[src/stlbs_pkg.sv]
// Package for the sorted table lower-bound search core.
// Holds table sizing constants, operation codes and the payload structs.
// No dependencies.
package stlbs_pkg;

	localparam int TABLE_DEPTH = 1024;
	localparam int ADDR_W      = (TABLE_DEPTH > 1) ? $clog2(TABLE_DEPTH) : 1;
	localparam int CNT_W       = $clog2(TABLE_DEPTH + 1);
	localparam int DATA_W      = 32;
	localparam int POS_W       = 11;

	localparam logic [1:0] OP_CLEAR  = 2'd0;
	localparam logic [1:0] OP_APPEND = 2'd1;
	localparam logic [1:0] OP_SEARCH = 2'd2;

	localparam logic ST_OK   = 1'b0;
	localparam logic ST_FULL = 1'b1;

	typedef enum logic [1:0] {
		K_CLEAR,
		K_APPEND,
		K_SEARCH,
		K_NOP
	} cmd_kind_t;

	typedef struct packed {
		logic [1:0]               operation;
		logic signed [DATA_W-1:0] value;
	} req_item_t;

	typedef struct packed {
		logic [POS_W-1:0] position;
		logic             status;
	} rsp_item_t;

	typedef struct packed {
		cmd_kind_t                kind;
		logic signed [DATA_W-1:0] value;
	} cmd_t;

endpackage

[src/stlbs_front.sv]
// Front end: accepts request transactions, classifies them and queues them.
// Depends on stlbs_pkg.
module stlbs_front (
	input  logic                clk,
	input  logic                arst_n,
	input  logic                req_valid,
	output logic                req_stall,
	input  stlbs_pkg::req_item_t req,
	output logic                cmd_valid,
	output stlbs_pkg::cmd_t     cmd,
	input  logic                pop
);
	import stlbs_pkg::*;

	cmd_t       fifo_q [2];
	logic       wr_ptr_q;
	logic       rd_ptr_q;
	logic [1:0] fill_q;
	logic       push;
	logic       take;
	cmd_t       cls;

	always_comb begin
		cls.value = req.value;
		unique case (req.operation)
			OP_CLEAR:  cls.kind = K_CLEAR;
			OP_APPEND: cls.kind = K_APPEND;
			OP_SEARCH: cls.kind = K_SEARCH;
			default:   cls.kind = K_NOP;
		endcase
	end

	assign req_stall = (fill_q == 2'd2);
	assign push      = req_valid && !req_stall;
	assign cmd_valid = (fill_q != 2'd0);
	assign cmd       = fifo_q[rd_ptr_q];
	assign take      = pop && cmd_valid;

	always_ff @(posedge clk) begin
		if (push) begin
			fifo_q[wr_ptr_q] <= cls;
		end
	end

	always_ff @(posedge clk or negedge arst_n) begin
		if (!arst_n) begin
			wr_ptr_q <= 1'b0;
			rd_ptr_q <= 1'b0;
			fill_q   <= 2'd0;
		end else begin
			if (push) begin
				wr_ptr_q <= !wr_ptr_q;
			end
			if (take) begin
				rd_ptr_q <= !rd_ptr_q;
			end
			if (push && !take) begin
				fill_q <= fill_q + 2'd1;
			end else if (take && !push) begin
				fill_q <= fill_q - 2'd1;
			end
		end
	end

endmodule

[config.mk]
export PLATFORM = sky130hd
export DESIGN_NAME = stlbs_front
export DESIGN_NICKNAME = d
export VERILOG_FILES = /design/src/stlbs_pkg.sv /design/src/stlbs_front.sv
export SDC_FILE = /design/constraint.sdc
export NUM_CORES = 1
export LEC_CHECK = 0
export ABC_CLOCK_PERIOD_IN_PS = 3180
export BUFFER_PORTS_ARGS = -buffer_cell sky130_fd_sc_hd__buf_2
export CAP_MARGIN = 0
export CORE_MARGIN = 1
export CORE_UTILIZATION = 38
export CTS_BUF_LIST = sky130_fd_sc_hd__clkbuf_4 sky130_fd_sc_hd__clkbuf_8
export CTS_CLUSTER_SIZE = 20
export DETAILED_ROUTE_END_ITERATION = 16
export PLACE_DENSITY = 0.63
export SLEW_MARGIN = 30
export SYNTH_ARGS = -nofsm -noshare
export SYNTH_HDL_FRONTEND = slang
export SYNTH_SLANG_ARGS = --single-unit
[constraint.sdc]
create_clock -name clk -period 3.18 [get_ports clk]
set_input_delay 0.159 -clock clk [delete_from_list [all_inputs] [get_ports clk]]
set_output_delay 0.159 -clock clk [all_outputs]
set_load 0.005 [all_outputs]
* Yosys cells after proc, flatten, opt, wreduce, memory -nomap -nowiden
Memories as Yosys holds them, arrays and structs flattened.
Cells that the tools add are included.
** Storage, ports and cells
- Flip-flop bits (word level) :: 4
- RAM bits :: 68
- Input port bits :: 38
- Logic and storage cells :: 26
- Memories kept :: 1
** Operators by class
- Add/sub/neg operators :: 2
- Eq/ne operators :: 3
- Muxes and demuxes :: 5
- Reductions and logical operators :: 12
** Memory list
- fifo_q :: depth 2, width 34, rd ports 1, clocked after Yosys merged registers in 0, wr ports 1, RTL line stlbs_front.sv:15 : cmd_t fifo_q [2];
** Operator list (count)
- 2-bit case mux with 3 select lines :: 1
- 1-bit zero test :: 5
- 2-bit == test (second input constant) :: 2
- 1-bit logical AND :: 4
- 2-bit two-way mux :: 2
- 2-bit nonzero test :: 2
- 2-bit by 1-bit adder with 2-bit output (second input constant) :: 1
- 2-bit by 1-bit == test with 1-bit output (second input constant) :: 1
- 2-bit zero test :: 1
- 1-bit two-way mux :: 2
- 2-bit by 1-bit subtractor with 2-bit output (second input constant) :: 1

* Depth between registers and ports, before layout
- Depth in word-level cells :: 7
- Depth in mapped cells :: 7

* Least setup slack after synthesis
Ideal clock, no wire load.
- Path type :: register to register
- Start :: register fill_q[0]
- End :: memory fifo_q[0][0] in the netlist's numbering, enable pin
- Setup time :: 425 ps
- Arrival :: 2060 ps
- Data required time :: 2755 ps
- Slack :: 695 ps
- Cell stages (with the launch flop) :: 4
- Buffers on the path :: 0
- Period minus slack after synthesis :: 2485 ps
- Path through :: dfrtp_1 -> nand2b_1 -> nand2_1 -> nor2_1
** On the way
- Cells in the longest elaborated chain, start to end :: 5
** RTL lines
- start, declared :: RTL line stlbs_front.sv:18 : logic [1:0] fill_q;
- start signal, assigned :: RTL line stlbs_front.sv:58 : fill_q <= fill_q + 2'd1;
- start signal, assigned :: RTL line stlbs_front.sv:60 : fill_q <= fill_q - 2'd1;
- 2-bit == test :: RTL line stlbs_front.sv:33 : assign req_stall = (fill_q == 2'd2);
- 1-bit zero test :: RTL line stlbs_front.sv:34 : assign push = req_valid && !req_stall;
- 1-bit logical AND :: RTL line stlbs_front.sv:34
- 1-bit two-way mux :: RTL line stlbs_front.sv:40 : if (push) begin
- 1-bit two-way mux (implied by the code) :: RTL line stlbs_front.sv:41 : fifo_q[wr_ptr_q] <= cls;
- end, declared :: RTL line stlbs_front.sv:15
No other way between the ends.

==> impl_results.md <==
* Die H at 88.0 µm
* WP data arrival at 1.88 ns
* Row count at 30
* First-pass GRT wire length at 6640 µm
* Register area at 2140 µm²
* Critical path type: reg2out
* Final Hold Viols at 0
* CORE AREA at 6980 µm²
* Sequential power share at 0.488
* Final WS setup at 1.14 ns
* Clk slew on worst S/H paths at 0.07 ns
* Clock Root Buffer: clkbuf_8
* ANT cells at 0
* Dpl hpwl at 2730 µm
* WHS Path Cells at 1
* Count of different cell masters after synthesis at 16
* DRC viols at 0
* Slew HR at 0.467
* Syn Area/Cell at 22.1 µm²
* Synthesized cell area at 2810 µm²
* CTS tree: done
* Int Power at 2150 µW
* Synth Instances at 127
* Reg2Reg Setup Slack at 1.42 ns
* Number of port buffers at 73
* Via count at 1380
* Slew Viols, Final at 0
* Total wire length at 4320 µm
* Cell taking the most area after synthesis: edfxtp_1
* Startpoint Class: flop
* Clk sink count at 72
* Clock Skews at 0.00213 ns
* Flops & latches, synth at 72
* Unrepaired setup endpoints after global routing: false
* Leak at 0.00142 µW
* Vias per cell at 4.38
* Status: complete, no violations
* Min-delay worst type: in2reg
* H-tree depth at 3
* Nets at 255
* DIE AREA at 7740 µm²
* VDD IR-drop max at 0.488 mV
* Max FO, Critical Path at 23
* Grt ovf at 0
* Die Wd at 88.0 µm
* WP data required at 3.02 ns
* Post-CTS sizing at 0
* Post-synthesis sequential area ratio at 0.762
* Setup TNS at 0 ns
* Setup WS pre-CTS at 1.25 ns
* Highest Clock Rate at 489 MHz
* Part of the power in combinational logic at 0.313
* CP Capture Type: output pin
* IO Count at 74
* Area taken by multi-input logic gates at 591 µm²
* Yosys warnings at 0
* Clk Latency, worst-skew pair at 0.32 ns
* Total power at 2940 µW
* Non-filler cells, final at 315
* GPL Wtd Cong at 0.631
* Detail Route Antenna Nets at 0
* Post-Syn Nets at 166
* Filler cell count at 616
* DP Cell Count at 292
* Clk buf depth at 2
* Num CTS Buffers at 9
* Drt wl/cell at 13.7 µm
* Share of the synthesized area in the top cell type at 0.727
* Clock network power share at 0.199
* Tcrit/Tclk final at 0.643
* Gr usage total at 0.121
* Switching pwr at 795 µW
* Share of layout cells above drive strength 1 at 0.575
* Sw frac at 0.270
* DR iter-0 viols at 47
* RR Endpoint: fifo_q[0][22]
* Final setup fails at 0
* Reg2reg start: fill_q[0]
* Initial Utilization at 0.403
* Slew @ Worst Pin at 0.800 ns
* Largest net degree at the start of global routing at 35
* Vias in the first global route at 1417
* Area contributors post-synth: edfxtp_1 73%, mux2_4 15%, dfrtp_1 3.6%
* Worst Hold End: fifo_q[0][27]
* Worst hold start: req[27]
* Synth-to-Final Area Change at 24.7%
* First drt pass iteration count at 4
* Initial antenna violation count at 0
* Max-cap violations at 0
* Period minus WS final at 2.04 ns
* Worst Reg-to-Reg Cells at 4
* Pwr Density at 840 nW/µm²
## synth_stat cells
master / n
edfxtp_1: 68
mux2_4: 29
mux2_2: 5
dfrtp_1: 4
buf_12: 3
xnor2_1: 3
clkbuf_1: 2
inv_1: 2
nand2_1: 2
nor2_1: 2
xor2_1: 2
and3_1: 1
buf_6: 1
ha_1: 1
nand2b_1: 1
or2_1: 1
## routing by layer
| metal | wire length, µm | global-route usage |
|---|---|---|
| met5 | 0 | 0 |
| met4 | 46 | 0.0715 |
| met3 | 293 | 0.0424 |
| met2 | 1950 | 0.181 |
| met1 | 2030 | 0.152 |
## stage by stage
stage	area (µm²)	util	hold WS [ns]
6_report	3500	0.502	0.0199
5_1_grt	3500	0.502	0.000348
4_1_cts	3410	0.488	0.00138
3_5_place_dp	3240	0.464	-0.0239
3_3_place_gp	3240	0.464	-0.0293
2_1_floorplan	2810	-	-0.137
## cell type report
cell class,instances,share of cell area
Sequential cell,72,0.612
Multi-Input combinational cell,47,0.169
Timing Repair Buffer,84,0.139
Clock buffer,12,0.0418
Tap cell,96,0.0343
Clock inverter,2,0.00250
Inverter,2,0.00214
## how the worst max path moves through the flow
stage                          endpoint       from  depth (start not counted)
after floorplan            fifo_q[0][0]  fill_q[0]                          3
final                            cmd[8]   rd_ptr_q                          3
after CTS                        cmd[2]   rd_ptr_q                          3
after detailed placement  fifo_q[0][15]  fill_q[0]                          3
after global routing             cmd[2]   rd_ptr_q                          3
after global placement    fifo_q[0][18]  fill_q[0]                          3
## sequential cells by signal, indices dropped and copies added, names as in the netlist
name,cells
wr_ptr_q,1
rd_ptr_q,1
fifo_q,68
fill_q,2
## power by group through the flow
stage,Sequential [µW],Combinational [µW],Clock [µW]
after detailed placement,1460,903,0
after global routing,1460,1010,654
after floorplan,1370,728,0
after global placement,1450,900,0
final,1440,921,584
after CTS,1440,909,606
## cell families after synthesis
family,synth area share
fa+ha+maj,0.00445
buf+inv,0.0307
mux,0.175
simple gates,0.0120
xor+xnor,0.0156
flops,0.762
## worst max-delay path: stages, from the launching register on
cell and delay (ns):
dfrtp_2 0.80, buf_4 0.32, mux2_4 0.31, buf_2 0.12
## placed cells by master, fill, tap and decap left out
master,synthesis,routed
dlygate4sd3_1,0,8
clkinv_1,0,1
mux2_4,29,29
clkbuf_4,0,3
clkinv_2,0,1
mux2_2,5,5
dfrtp_1,4,3
or2_1,1,1
buf_4,0,2
edfxtp_1,68,68
xnor2_1,3,3
nor2_1,2,1
nor2_4,0,1
and3_2,0,1
nand2b_1,1,1
clkbuf_8,0,9
inv_1,2,2
dfrtp_2,0,1
buf_16,0,1
xor2_1,2,2
buf_2,0,73
nand2_1,2,2
ha_1,1,1
## timing repair
item | CTS | global route
setup buffers | 0 | 0
endpoints found under the hold margin | 4 | 14
hold buffers | 1 | 7
(Power assumes the default switching activity.)
